--- src/hw/rtl/ipra_pkg.sv ---
// Package for the I/O port range allocator.
// Holds pool sizing, port constants, codes, entry type and the
// controller/datapath command and status structs. No dependencies.
`timescale 1ns / 1ps

package ipra_pkg;

  localparam int POOL_ENTRIES = 32;
  localparam int IDX_W = $clog2(POOL_ENTRIES);
  localparam int CNT_W = $clog2(POOL_ENTRIES + 1);

  localparam logic [16:0] SEARCH_BASE = 17'h00400;
  localparam logic [17:0] PORT_SPACE  = 18'h10000;
  localparam logic [15:0] VGA_A_LO    = 16'h02b0;
  localparam logic [17:0] VGA_A_HI    = 18'h002e0;
  localparam logic [15:0] VGA_B_LO    = 16'h03c0;
  localparam logic [17:0] VGA_B_HI    = 18'h003db;

  localparam logic [2:0] OP_CLAIM_FIXED = 3'd0;
  localparam logic [2:0] OP_CLAIM_ANY   = 3'd1;
  localparam logic [2:0] OP_RESERVE_ANY = 3'd2;
  localparam logic [2:0] OP_RELEASE     = 3'd3;
  localparam logic [2:0] OP_CHECK       = 3'd4;

  typedef enum logic [1:0] {
    ST_OK     = 2'd0,
    ST_CLASH  = 2'd1,
    ST_FULL   = 2'd2,
    ST_DENIED = 2'd3
  } status_t;

  typedef enum logic [3:0] {
    S_IDLE,
    S_DISPATCH,
    S_READ,
    S_EVAL,
    S_MOD,
    S_INS_RD,
    S_INS_MV,
    S_INS_WR,
    S_DEL_RD,
    S_DEL_MV,
    S_FIN
  } state_t;

  typedef struct packed {
    logic [15:0] start;
    logic [16:0] stop;
    logic        rsv;
  } span_t;

  typedef struct packed {
    logic    load;
    logic    rd;
    logic    rd_prev;
    logic    k_inc;
    logic    k_dec;
    logic    k_from_used;
    logic    at_from_k;
    logic    cand_upd;
    logic    mod_start;
    logic    wr_take;
    logic    wr_up;
    logic    wr_down;
    logic    wr_new;
    logic    used_dec;
    logic    cap_fixed;
    logic    cap_search;
    logic    set_st;
    status_t st_val;
    logic    out_load;
  } cmd_t;

  typedef struct packed {
    logic [2:0] op;
    logic       k_at_used;
    logic       k_eq_at;
    logic       pool_full;
    logic       lim_over;
    logic       vga_ok;
    logic       e_below;
    logic       e_take;
    logic       e_after;
    logic       s_low;
    logic       s_gap;
    logic       s_eq_port;
    logic       s_gt_port;
    logic       overlap;
    logic       align_zero;
    logic       mod_busy;
  } sts_t;

endpackage

--- src/hw/rtl/ipra_ifs.sv ---
// Request and response channel interfaces of the port range allocator.
// Depends on nothing; payload widths follow the request and response fields.
`timescale 1ns / 1ps

interface ipra_req_if;
  logic        valid;
  logic        ready;
  logic [2:0]  opcode;
  logic [15:0] port;
  logic [16:0] range_size;
  logic [15:0] alignment;
  modport source (output valid, opcode, port, range_size, alignment, input ready);
  modport sink (input valid, opcode, port, range_size, alignment, output ready);
endinterface

interface ipra_rsp_if;
  logic        valid;
  logic        ready;
  logic [1:0]  status;
  logic [15:0] granted_port;
  logic        took_reservation;
  modport source (output valid, status, granted_port, took_reservation, input ready);
  modport sink (input valid, status, granted_port, took_reservation, output ready);
endinterface

--- src/hw/rtl/ipra_ctrl.sv ---
// Controller state machine of the port range allocator.
// Depends on ipra_pkg; drives datapath commands from datapath status.
`timescale 1ns / 1ps

module ipra_ctrl (
  input  logic          clk,
  input  logic          rst,
  input  logic          req_valid,
  output logic          req_ready,
  output logic          rsp_valid,
  input  logic          rsp_ready,
  input  ipra_pkg::sts_t sts,
  output ipra_pkg::cmd_t cmd
);
  import ipra_pkg::*;

  state_t state, state_next;
  logic   out_free;
  logic   is_search;

  assign out_free  = !rsp_valid || rsp_ready;
  assign req_ready = (state == S_IDLE);
  assign is_search = (sts.op == OP_CLAIM_ANY) || (sts.op == OP_RESERVE_ANY);

  always_ff @(posedge clk) begin
    if (rst) begin
      state     <= S_IDLE;
      rsp_valid <= 1'b0;
    end else begin
      state <= state_next;
      if (cmd.out_load) begin
        rsp_valid <= 1'b1;
      end else if (rsp_ready) begin
        rsp_valid <= 1'b0;
      end
    end
  end

  always_comb begin
    state_next = state;
    case (state)
      S_IDLE: begin
        if (req_valid) state_next = S_DISPATCH;
      end
      S_DISPATCH: begin
        if (sts.op == OP_CLAIM_FIXED) begin
          state_next = sts.lim_over ? S_FIN : S_READ;
        end else if (is_search || sts.op == OP_RELEASE) begin
          state_next = S_READ;
        end else if (sts.op == OP_CHECK) begin
          state_next = sts.vga_ok ? S_FIN : S_READ;
        end else begin
          state_next = S_FIN;
        end
      end
      S_READ: begin
        if (!sts.k_at_used) begin
          state_next = S_EVAL;
        end else if (sts.op == OP_CLAIM_FIXED && !sts.pool_full) begin
          state_next = S_INS_RD;
        end else begin
          state_next = S_FIN;
        end
      end
      S_EVAL: begin
        if (sts.op == OP_CLAIM_FIXED) begin
          if (sts.e_below) state_next = S_READ;
          else if (sts.e_take) state_next = S_FIN;
          else if (sts.e_after && !sts.pool_full) state_next = S_INS_RD;
          else state_next = S_FIN;
        end else if (is_search) begin
          if (sts.s_low) state_next = S_READ;
          else if (sts.s_gap) state_next = sts.pool_full ? S_FIN : S_INS_RD;
          else if (sts.align_zero) state_next = S_READ;
          else state_next = S_MOD;
        end else if (sts.op == OP_RELEASE) begin
          if (sts.s_eq_port) state_next = S_DEL_RD;
          else if (sts.s_gt_port) state_next = S_FIN;
          else state_next = S_READ;
        end else begin
          state_next = sts.overlap ? S_FIN : S_READ;
        end
      end
      S_MOD: begin
        if (!sts.mod_busy) state_next = S_READ;
      end
      S_INS_RD: begin
        state_next = sts.k_eq_at ? S_INS_WR : S_INS_MV;
      end
      S_INS_MV: begin
        state_next = S_INS_RD;
      end
      S_INS_WR: begin
        state_next = S_FIN;
      end
      S_DEL_RD: begin
        state_next = sts.k_at_used ? S_FIN : S_DEL_MV;
      end
      S_DEL_MV: begin
        state_next = S_DEL_RD;
      end
      S_FIN: begin
        if (out_free) state_next = S_IDLE;
      end
      default: begin
        state_next = S_IDLE;
      end
    endcase
  end

  always_comb begin
    cmd = '0;
    case (state)
      S_IDLE: begin
        cmd.load = req_valid;
      end
      S_DISPATCH: begin
        if (sts.op == OP_CLAIM_FIXED) begin
          if (sts.lim_over) begin
            cmd.set_st = 1'b1;
            cmd.st_val = ST_CLASH;
          end
        end else if (!is_search && sts.op != OP_RELEASE && sts.op != OP_CHECK) begin
          cmd.set_st = 1'b1;
          cmd.st_val = ST_CLASH;
        end
      end
      S_READ: begin
        if (!sts.k_at_used) begin
          cmd.rd = 1'b1;
        end else if (sts.op == OP_CLAIM_FIXED) begin
          cmd.cap_fixed = 1'b1;
          cmd.k_from_used = 1'b1;
          if (sts.pool_full) begin
            cmd.set_st = 1'b1;
            cmd.st_val = ST_FULL;
          end
        end else if (is_search) begin
          cmd.set_st = 1'b1;
          cmd.st_val = ST_CLASH;
        end
      end
      S_EVAL: begin
        if (sts.op == OP_CLAIM_FIXED) begin
          if (sts.e_below) begin
            cmd.k_inc = 1'b1;
          end else if (sts.e_take) begin
            cmd.wr_take = 1'b1;
          end else if (sts.e_after) begin
            cmd.at_from_k   = 1'b1;
            cmd.cap_fixed   = 1'b1;
            cmd.k_from_used = 1'b1;
            if (sts.pool_full) begin
              cmd.set_st = 1'b1;
              cmd.st_val = ST_FULL;
            end
          end else begin
            cmd.set_st = 1'b1;
            cmd.st_val = ST_CLASH;
          end
        end else if (is_search) begin
          if (sts.s_low) begin
            cmd.k_inc = 1'b1;
          end else if (sts.s_gap) begin
            cmd.at_from_k   = 1'b1;
            cmd.cap_search  = 1'b1;
            cmd.k_from_used = 1'b1;
            if (sts.pool_full) begin
              cmd.set_st = 1'b1;
              cmd.st_val = ST_FULL;
            end
          end else if (sts.align_zero) begin
            cmd.cand_upd = 1'b1;
            cmd.k_inc    = 1'b1;
          end else begin
            cmd.mod_start = 1'b1;
          end
        end else if (sts.op == OP_RELEASE) begin
          if (sts.s_eq_port || !sts.s_gt_port) cmd.k_inc = 1'b1;
        end else begin
          if (sts.overlap) begin
            cmd.set_st = 1'b1;
            cmd.st_val = ST_DENIED;
          end else begin
            cmd.k_inc = 1'b1;
          end
        end
      end
      S_MOD: begin
        if (!sts.mod_busy) begin
          cmd.cand_upd = 1'b1;
          cmd.k_inc    = 1'b1;
        end
      end
      S_INS_RD: begin
        if (!sts.k_eq_at) begin
          cmd.rd      = 1'b1;
          cmd.rd_prev = 1'b1;
        end
      end
      S_INS_MV: begin
        cmd.wr_up = 1'b1;
        cmd.k_dec = 1'b1;
      end
      S_INS_WR: begin
        cmd.wr_new = 1'b1;
      end
      S_DEL_RD: begin
        if (sts.k_at_used) cmd.used_dec = 1'b1;
        else cmd.rd = 1'b1;
      end
      S_DEL_MV: begin
        cmd.wr_down = 1'b1;
        cmd.k_inc   = 1'b1;
      end
      S_FIN: begin
        cmd.out_load = out_free;
      end
      default: begin
        cmd = '0;
      end
    endcase
  end

endmodule

--- src/hw/rtl/ipra_dp.sv ---
// Datapath of the port range allocator: range table memory, walk index,
// search candidate, alignment remainder unit and result registers. Uses ipra_pkg.
`timescale 1ns / 1ps

module ipra_dp (
  input  logic                 clk,
  input  logic                 rst,
  input  ipra_pkg::cmd_t       cmd,
  output ipra_pkg::sts_t       sts,
  input  logic [2:0]           opcode,
  input  logic [15:0]          port,
  input  logic [16:0]          range_size,
  input  logic [15:0]          alignment,
  output logic [1:0]           status,
  output logic [15:0]          granted_port,
  output logic                 took_reservation
);
  import ipra_pkg::*;

  span_t       mem [POOL_ENTRIES];
  span_t       rdata;
  span_t       new_ent;
  logic [2:0]  op;
  logic [15:0] port_r;
  logic [16:0] size_r;
  logic [15:0] align_r;
  logic [17:0] lim;
  logic [16:0] cand;
  logic [CNT_W-1:0] k;
  logic [CNT_W-1:0] at;
  logic [CNT_W-1:0] used;
  logic [CNT_W-1:0] k_prev;
  status_t     st;
  logic [15:0] granted;
  logic        took;
  logic [15:0] rem;
  logic [4:0]  mod_cnt;
  logic        mod_busy;
  logic [16:0] mod_t;
  logic [16:0] cand_next;
  logic [17:0] cand_lim;
  logic [IDX_W-1:0] wr_addr;
  span_t       wr_data;
  logic        wr_en;

  assign k_prev   = k - CNT_W'(1);
  assign cand_lim = {1'b0, cand} + {1'b0, size_r};
  assign mod_t    = {rem, rdata.stop[mod_cnt]};

  always_comb begin
    if (align_r == 16'd0 || rem == 16'd0) begin
      cand_next = rdata.stop;
    end else begin
      cand_next = rdata.stop + {1'b0, align_r - rem};
    end
  end

  always_comb begin
    sts.op         = op;
    sts.k_at_used  = (k == used);
    sts.k_eq_at    = (k == at);
    sts.pool_full  = (used == CNT_W'(POOL_ENTRIES));
    sts.lim_over   = (lim > PORT_SPACE);
    sts.vga_ok     = (port_r >= VGA_A_LO && lim <= VGA_A_HI) ||
                     (port_r >= VGA_B_LO && lim <= VGA_B_HI);
    sts.e_below    = (rdata.stop <= {1'b0, port_r});
    sts.e_take     = rdata.rsv && (rdata.start == port_r) && ({1'b0, rdata.stop} >= lim);
    sts.e_after    = ({2'b0, rdata.start} >= lim);
    sts.s_low      = ({1'b0, rdata.start} < SEARCH_BASE);
    sts.s_gap      = ({2'b0, rdata.start} > cand_lim);
    sts.s_eq_port  = (rdata.start == port_r);
    sts.s_gt_port  = (rdata.start > port_r);
    sts.overlap    = (port_r >= rdata.start && {1'b0, port_r} < rdata.stop) ||
                     (port_r <= rdata.start && lim > {2'b0, rdata.start});
    sts.align_zero = (align_r == 16'd0);
    sts.mod_busy   = mod_busy;
  end

  always_comb begin
    wr_en   = cmd.wr_take || cmd.wr_up || cmd.wr_down || cmd.wr_new;
    wr_addr = k[IDX_W-1:0];
    wr_data = rdata;
    if (cmd.wr_take) begin
      wr_data.rsv = 1'b0;
    end else if (cmd.wr_down) begin
      wr_addr = k_prev[IDX_W-1:0];
    end else if (cmd.wr_new) begin
      wr_addr = at[IDX_W-1:0];
      wr_data = new_ent;
    end
  end

  always_ff @(posedge clk) begin
    if (wr_en) mem[wr_addr] <= wr_data;
    if (cmd.rd) rdata <= mem[cmd.rd_prev ? k_prev[IDX_W-1:0] : k[IDX_W-1:0]];
  end

  always_ff @(posedge clk) begin
    if (rst) begin
      used     <= '0;
      mod_busy <= 1'b0;
    end else begin
      if (cmd.wr_new) used <= used + CNT_W'(1);
      else if (cmd.used_dec) used <= used - CNT_W'(1);
      if (cmd.mod_start) begin
        mod_busy <= 1'b1;
      end else if (mod_busy && mod_cnt == 5'd0) begin
        mod_busy <= 1'b0;
      end
    end
  end

  always_ff @(posedge clk) begin
    if (cmd.load) begin
      op      <= opcode;
      port_r  <= port;
      size_r  <= range_size;
      align_r <= alignment;
      lim     <= {2'b0, port} + {1'b0, range_size};
      k       <= '0;
      at      <= used;
      cand    <= SEARCH_BASE;
      st      <= ST_OK;
      granted <= 16'd0;
      took    <= 1'b0;
    end else begin
      if (cmd.k_from_used) k <= used;
      else if (cmd.k_inc) k <= k + CNT_W'(1);
      else if (cmd.k_dec) k <= k_prev;
      if (cmd.at_from_k) at <= k;
      if (cmd.cand_upd) cand <= cand_next;
      if (cmd.set_st) st <= cmd.st_val;
      if (cmd.wr_take) begin
        granted <= rdata.start;
        took    <= 1'b1;
      end
      if (cmd.cap_fixed) begin
        granted <= port_r;
        new_ent <= '{start: port_r, stop: lim[16:0], rsv: 1'b0};
      end
      if (cmd.cap_search) begin
        granted <= cand[15:0];
        new_ent <= '{start: cand[15:0], stop: cand_lim[16:0], rsv: (op == OP_RESERVE_ANY)};
      end
    end
    if (cmd.mod_start) begin
      rem     <= 16'd0;
      mod_cnt <= 5'd16;
    end else if (mod_busy) begin
      rem     <= (mod_t >= {1'b0, align_r}) ? 16'(mod_t - {1'b0, align_r}) : mod_t[15:0];
      mod_cnt <= mod_cnt - 5'd1;
    end
    if (cmd.out_load) begin
      status           <= st;
      granted_port     <= granted;
      took_reservation <= took;
    end
  end

  a_used_bound: assert property (@(posedge clk) disable iff (rst)
    used <= CNT_W'(POOL_ENTRIES)) else $error("entry count past pool size");
  a_no_insert_full: assert property (@(posedge clk) disable iff (rst)
    cmd.wr_new |-> used != CNT_W'(POOL_ENTRIES)) else $error("insert into full pool");
  a_mod_nonzero: assert property (@(posedge clk) disable iff (rst)
    cmd.mod_start |-> align_r != 16'd0) else $error("rounding with zero alignment");

endmodule

--- src/hw/rtl/io_port_range_allocator_unit.sv ---
// Top level of the I/O port range allocator.
// Depends on ipra_pkg, ipra_ifs, ipra_ctrl and ipra_dp.
//
//   channel  modport  payload
//   req      sink     opcode, port, range_size, alignment
//   rsp      source   status, granted_port, took_reservation
//
// One request at a time. Each request walks the sorted table entry by entry, reading
// an entry in S_READ and judging it in S_EVAL; the walk may stop early or be skipped.
// With a nonzero alignment each entry stepped over in a search runs the bit-serial
// remainder in S_MOD; an insert moves each entry above the new one up by one slot,
// and a release moves each entry above the removed one down by one slot.
// The table memory has a write port and a registered read port.
// Reset empties the table at once. A stalled response holds; a new request is
// taken while the previous response still waits.
`timescale 1ns / 1ps

module io_port_range_allocator_unit (
  input logic       clk,
  input logic       rst,
  ipra_req_if.sink  req,
  ipra_rsp_if.source rsp
);
  import ipra_pkg::*;

  cmd_t cmd;
  sts_t sts;

  ipra_ctrl u_ctrl (
    .clk       (clk),
    .rst       (rst),
    .req_valid (req.valid),
    .req_ready (req.ready),
    .rsp_valid (rsp.valid),
    .rsp_ready (rsp.ready),
    .sts       (sts),
    .cmd       (cmd)
  );

  ipra_dp u_dp (
    .clk              (clk),
    .rst              (rst),
    .cmd              (cmd),
    .sts              (sts),
    .opcode           (req.opcode),
    .port             (req.port),
    .range_size       (req.range_size),
    .alignment        (req.alignment),
    .status           (rsp.status),
    .granted_port     (rsp.granted_port),
    .took_reservation (rsp.took_reservation)
  );

endmodule

--- src/flat_wrapper.sv ---
// flat-port wrapper written by rule: the top's interface ports become plain ports
module io_port_range_allocator_unit_flat import ipra_pkg::*;
  (clk, rst, req_valid, req_opcode, req_port, req_range_size, req_alignment, req_ready, rsp_valid, rsp_status, rsp_granted_port, rsp_took_reservation, rsp_ready);
  ipra_req_if req_i ();
  ipra_rsp_if rsp_i ();
  input logic clk;
  input logic rst;
  input wire logic [$bits(req_i.valid)-1:0] req_valid;
  input wire logic [$bits(req_i.opcode)-1:0] req_opcode;
  input wire logic [$bits(req_i.port)-1:0] req_port;
  input wire logic [$bits(req_i.range_size)-1:0] req_range_size;
  input wire logic [$bits(req_i.alignment)-1:0] req_alignment;
  output wire logic [$bits(req_i.ready)-1:0] req_ready;
  output wire logic [$bits(rsp_i.valid)-1:0] rsp_valid;
  output wire logic [$bits(rsp_i.status)-1:0] rsp_status;
  output wire logic [$bits(rsp_i.granted_port)-1:0] rsp_granted_port;
  output wire logic [$bits(rsp_i.took_reservation)-1:0] rsp_took_reservation;
  input wire logic [$bits(rsp_i.ready)-1:0] rsp_ready;
  assign req_i.valid = req_valid;
  assign req_i.opcode = req_opcode;
  assign req_i.port = req_port;
  assign req_i.range_size = req_range_size;
  assign req_i.alignment = req_alignment;
  assign req_ready = req_i.ready;
  assign rsp_valid = rsp_i.valid;
  assign rsp_status = rsp_i.status;
  assign rsp_granted_port = rsp_i.granted_port;
  assign rsp_took_reservation = rsp_i.took_reservation;
  assign rsp_i.ready = rsp_ready;
  io_port_range_allocator_unit u_core (.clk(clk), .rst(rst), .req(req_i), .rsp(rsp_i));
endmodule
--- config.mk ---
export PLATFORM = sky130hd
export DESIGN_NAME = io_port_range_allocator_unit_flat
export DESIGN_NICKNAME = d
export VERILOG_FILES = /design/src/hw/rtl/ipra_pkg.sv /design/src/hw/rtl/ipra_ifs.sv /design/src/hw/rtl/ipra_ctrl.sv /design/src/hw/rtl/ipra_dp.sv /design/src/hw/rtl/io_port_range_allocator_unit.sv /design/src/flat_wrapper.sv
export SDC_FILE = /design/constraint.sdc
export NUM_CORES = 2
export LEC_CHECK = 0
export BUFFER_PORTS_ARGS = -buffer_cell sky130_fd_sc_hd__buf_2
export CORE_ASPECT_RATIO = 0.75
export CORE_MARGIN = 4
export CORE_UTILIZATION = 45
export DETAILED_ROUTE_END_ITERATION = 6
export GPL_ROUTABILITY_DRIVEN = 0
export PLACE_DENSITY_LB_ADDON = 0.1
export SLEW_MARGIN = 0
export SYNTH_ARGS = -nofsm -noshare
export SYNTH_HDL_FRONTEND = slang
export SYNTH_SLANG_ARGS = --single-unit
--- constraint.sdc ---
create_clock -name clk -period 5.6 [get_ports clk]
set_input_delay 0.56 -clock clk [delete_from_list [all_inputs] [get_ports clk]]
set_output_delay 0.56 -clock clk [all_outputs]
set_load 0.02 [all_outputs]
==> impl_metrics.csv <==
group,metric,value,unit
power_and_ir_drop,p_leak,0.0228,uW
route,drc_errors,0,
place,dp_cells,5075,
layout,drive_above_1_share,0.235,
yosys,synth-xor-area-share,0.0140,
yosys,yosysSeqAreaShare,0.681,
yosys,synth_top_family_by_area,"multiplexers",
yosys,synth_edf_count,1251,
critical_path,worstSetupPathType,"flop to flop",
timing,drv_slew,0,
layout,final_common_cell,"edfxtp_1",
worst_hold_path,whs_path_depth,3,
timing,rsz0062_at_grt,"false",
layout,final_cells,5368,
layout,layout_common_cells,"1251 x edfxtp_1, 345 x mux4_2, 211 x nand2_1",
yosys,synth.top_cell.area_share,0.655,
clocking,cts.sinks,1326,
critical_path,reg2regPathDepth,21,
yosys,netlist_area,57400,sq um
timing,setup_viol,0,
critical_path,setup.worst_path.start_class,"flop",
power_and_ir_drop,ir_drop,0.611,mV
route,final_antenna_net_count,0,
worst_hold_path,hold_end,"u_core.u_ctrl.rsp_valid$_SDFFE_PP0P_",
place,dpl_cell_area,61300,sq um
yosys,syn_nets,3565,
route,drt_iter0_markers,4079,
critical_path,worstPathMaxFanout,9,
timing,finalCritPeriodShare,0.952,
critical_path,reg2reg_slack,0.27,ns
clocking,cts_tree,"built",
clocking,cts_buffers,134,
floorplanning,core,127000,sq um
run_status,outcome,"finished, violations left",
yosys,ys_types,76,
floorplanning,dieWidth,420,microns
route,drt-pass1-iter-count,7,
grt,grt_use_total,0.240,
floorplanning,initial_core_util,0.453,
timing,max-slew-margin-rel,0.00655,
floorplanning,rows,113,
worst_hold_path,hold_path_class,"primary input to flop",
timing,skew,0.0372,ns
grt,grt_pass1_vias,32200,
route,wl,159000,microns
route,num_vias,32600,
yosys,syn_inst,3335,
yosys,synth_fa_ha_area_frac,0.0387,
worst_hold_path,min_from,"rsp_ready",
yosys,yosysTopAreaCell,"edfxtp_1",
critical_path,required,6.29,ns
clocking,cts.path.max_buffers,3,
yosys,synthArstFlopShare,0,
grt,antenna_found_initial,5,
grt,grt_pass1_wl,229000,microns
yosys,syn_avg_cell_area,17.2,sq um
grt,grt_max_degree,87,
power_and_ir_drop,p_total,32700,uW
critical_path,crit-reg2reg-launch,"u_core.u_dp.cand[11]$_SDFFE_PP0P_",
clocking,cts-root-buf,"clkbuf_16",
run_status,violations,"capacitance limit",
critical_path,cp.arrival,6.02,ns
floorplanning,die_area,133000,sq um
layout,nNetsFinal,3826,
place,portBuffers,76,
place,hpwlAfterDp,99500,microns
power_and_ir_drop,pwr_density_cell,494,nW/um^2
clocking,clkTransAtPathRegs,0.06,ns
yosys,yosys_warnings,0,
timing,fmax,0.188,GHz
yosys,synth_area_leaders,"edfxtp_1 65%, mux4_2 14%, ha_1 3.7%",
clocking,cts_setup_buffers,0,
yosys,synth-compound-area-share,0.0485,
yosys,ys.flop_type,"edfxtp_1",
timing,hold_viol,0,
route,avgRoutedWirePerCell,29.6,microns
grt,grt-ovfl-total,0,
layout,syn_to_final_growth,15.4,%
clocking,htreeDepth,4,
timing,setup_tns,0,ns
job,maxCapViolCount,1,
yosys,synth_mux_area_frac,0.151,
critical_path,end_kind,"flop",
floorplanning,die_y,317,microns
route,viasPerCell,6.07,
critical_path,reg2reg_to,"u_core.u_dp.k[0]$_SDFFE_PP0P_",
yosys,synth-simple-area-share,0.0477,
timing,period_minus_slack,5.33,ns
layout,utilization,0.523,
timing,tightest_slew,1.45,ns
clocking,insertion_delay,0.78,ns
floorplanning,ioPinCount,77,
layout,postLayoutCellArea,66200,sq um
yosys,yosys_register_bits,1326,
[logic make-up (layout without fill, tap and decap cells)]
kind of cell    Yosys count  in the layout
flops                  1326           1326
other cells               0              3
simple gates            599            599
xor+xnor                 92             92
buf+inv                 271            634
mux                     430            430
fa+ha+maj               174            174
compound gates          443            443
[final cells by class]
| type | instances | area, sq um |
|---|---|---|
| well taps | 1667 | 2090 |
| inverters | 132 | 497 |
| repair buffers | 264 | 2520 |
| clock buffers | 163 | 3580 |
| diodes | 3 | 7.51 |
| fillers | 10100 | 60400 |
| multi-input cells | 1738 | 17700 |
| clock inverters | 75 | 790 |
| flip-flops and latches | 1326 | 39100 |
[state kept, by name, summed over array words and instances, names as in the netlist, 2 cells and up]
signal	cells
u_core.u_dp.new_ent	34
u_core.u_dp.size_r	17
u_core.u_dp.at	6
u_core.u_dp.cand	17
u_core.u_dp.op	3
u_core.u_dp.used	6
u_core.u_dp.granted	16
u_core.u_dp.st	2
u_core.u_dp.align_r	16
u_core.u_dp.granted_port	16
u_core.u_ctrl.state	4
u_core.u_dp.rem	16
u_core.u_dp.rdata	34
u_core.u_dp.status	2
u_core.u_dp.port_r	16
u_core.u_dp.k	6
u_core.u_dp.mod_cnt	5
u_core.u_dp.lim	18
u_core.u_dp.mem	1088
[stage by stage]
| stage | hold slack, ns | setup slack, ns |
|---|---|---|
| 5_1_grt | 0.104 | 0.00310 |
| 3_3_place_gp | 0.421 | 0.628 |
| 4_1_cts | 0.0516 | 0.408 |
| 2_1_floorplan | 0.403 | 0.485 |
| 3_5_place_dp | 0.414 | 0.444 |
| 6_report | 0.122 | 0.270 |
[routing by layer]
layer | vias to the layer above | global-route usage | wire [microns]
met5 | - | 0 | 0
met4 | 0 | 0.0549 | 2960
met2 | 1411 | 0.357 | 71500
met1 | 17100 | 0.367 | 71900
met3 | 217 | 0.0487 | 12700
li1 | 13900 | - | -
[how the worst max path moves through the flow]
stage | from | end | slack [ns] | cells after the start
2_1_floorplan | u_core.u_dp.size_r[1]$_DFFE_PP_ | u_core.u_dp.k[3]$_SDFFE_PP0P_ | 0.49 | 21
3_3_place_gp | u_core.u_dp.rdata[33]$_DFFE_PP_ | u_core.u_dp.mem[8][18]$_DFFE_PP_ | 0.63 | 13
3_5_place_dp | u_core.u_dp.cand[0]$_SDFFE_PP0P_ | u_core.u_dp.k[0]$_SDFFE_PP0P_ | 0.44 | 23
4_1_cts | u_core.u_dp.cand[0]$_SDFFE_PP0P_ | u_core.u_dp.k[0]$_SDFFE_PP0P_ | 0.41 | 23
5_1_grt | u_core.u_dp.cand[0]$_SDFFE_PP0P_ | u_core.u_dp.k[0]$_SDFFE_PP0P_ | 0.003 | 23
6_report | u_core.u_dp.cand[11]$_SDFFE_PP0P_ | u_core.u_dp.k[0]$_SDFFE_PP0P_ | 0.27 | 21
[power breakdown]
group | switching [uW] | internal [uW] | leakage (uW) | total, uW
clock | 3790 | 5200 | 0.00212 | 8990
sequential | 729 | 12300 | 0.0119 | 13000
combinational | 6740 | 3930 | 0.00875 | 10700
[synth_stat cells (all sizes together) (10+ instances only)]
library cell  instances
a21oi               138
nand4                24
nor2b                23
nor2                181
mux2                 36
mux2i                49
nor3                 27
and3                 14
o211ai               12
xor2                 28
inv                 132
buf                  53
nand2b               23
nor4                 18
clkbuf               86
mux4                345
a211oi               30
xnor2                64
nand3                36
dfxtp                75
o21ai               118
a21o                 26
ha                  168
o21bai               13
o21a                 11
edfxtp             1251
a31oi                10
nand2               211
[worst max-delay path: stages (launching register included)]
cell	delay (ns)
dfxtp_1	0.43
ha_1	0.46
nand3_1	0.16
nor2_1	0.42
o2111ai_1	0.46
and2_1	0.34
o21bai_1	0.14
a21oi_1	0.09
xor2_1	0.17
ha_1	0.30
o21ai_0	0.09
a221oi_1	0.27
o31a_1	0.18
nand4_1	0.11
a2111oi_2	0.32
buf_4	0.20
a21oi_1	0.07
a221oi_2	0.29
buf_4	0.21
nand2_1	0.11
mux2_2	0.30
o21ai_1	0.12
[what timing repair did]
item / CTS / global route
endpoints found under the hold margin: 52 / 0
endpoints found under the setup margin: 0 / 1
hold buffers: 52 / 0
resized for setup: 0 / 1
No activity file was read; power rests on OpenSTA's default activity.
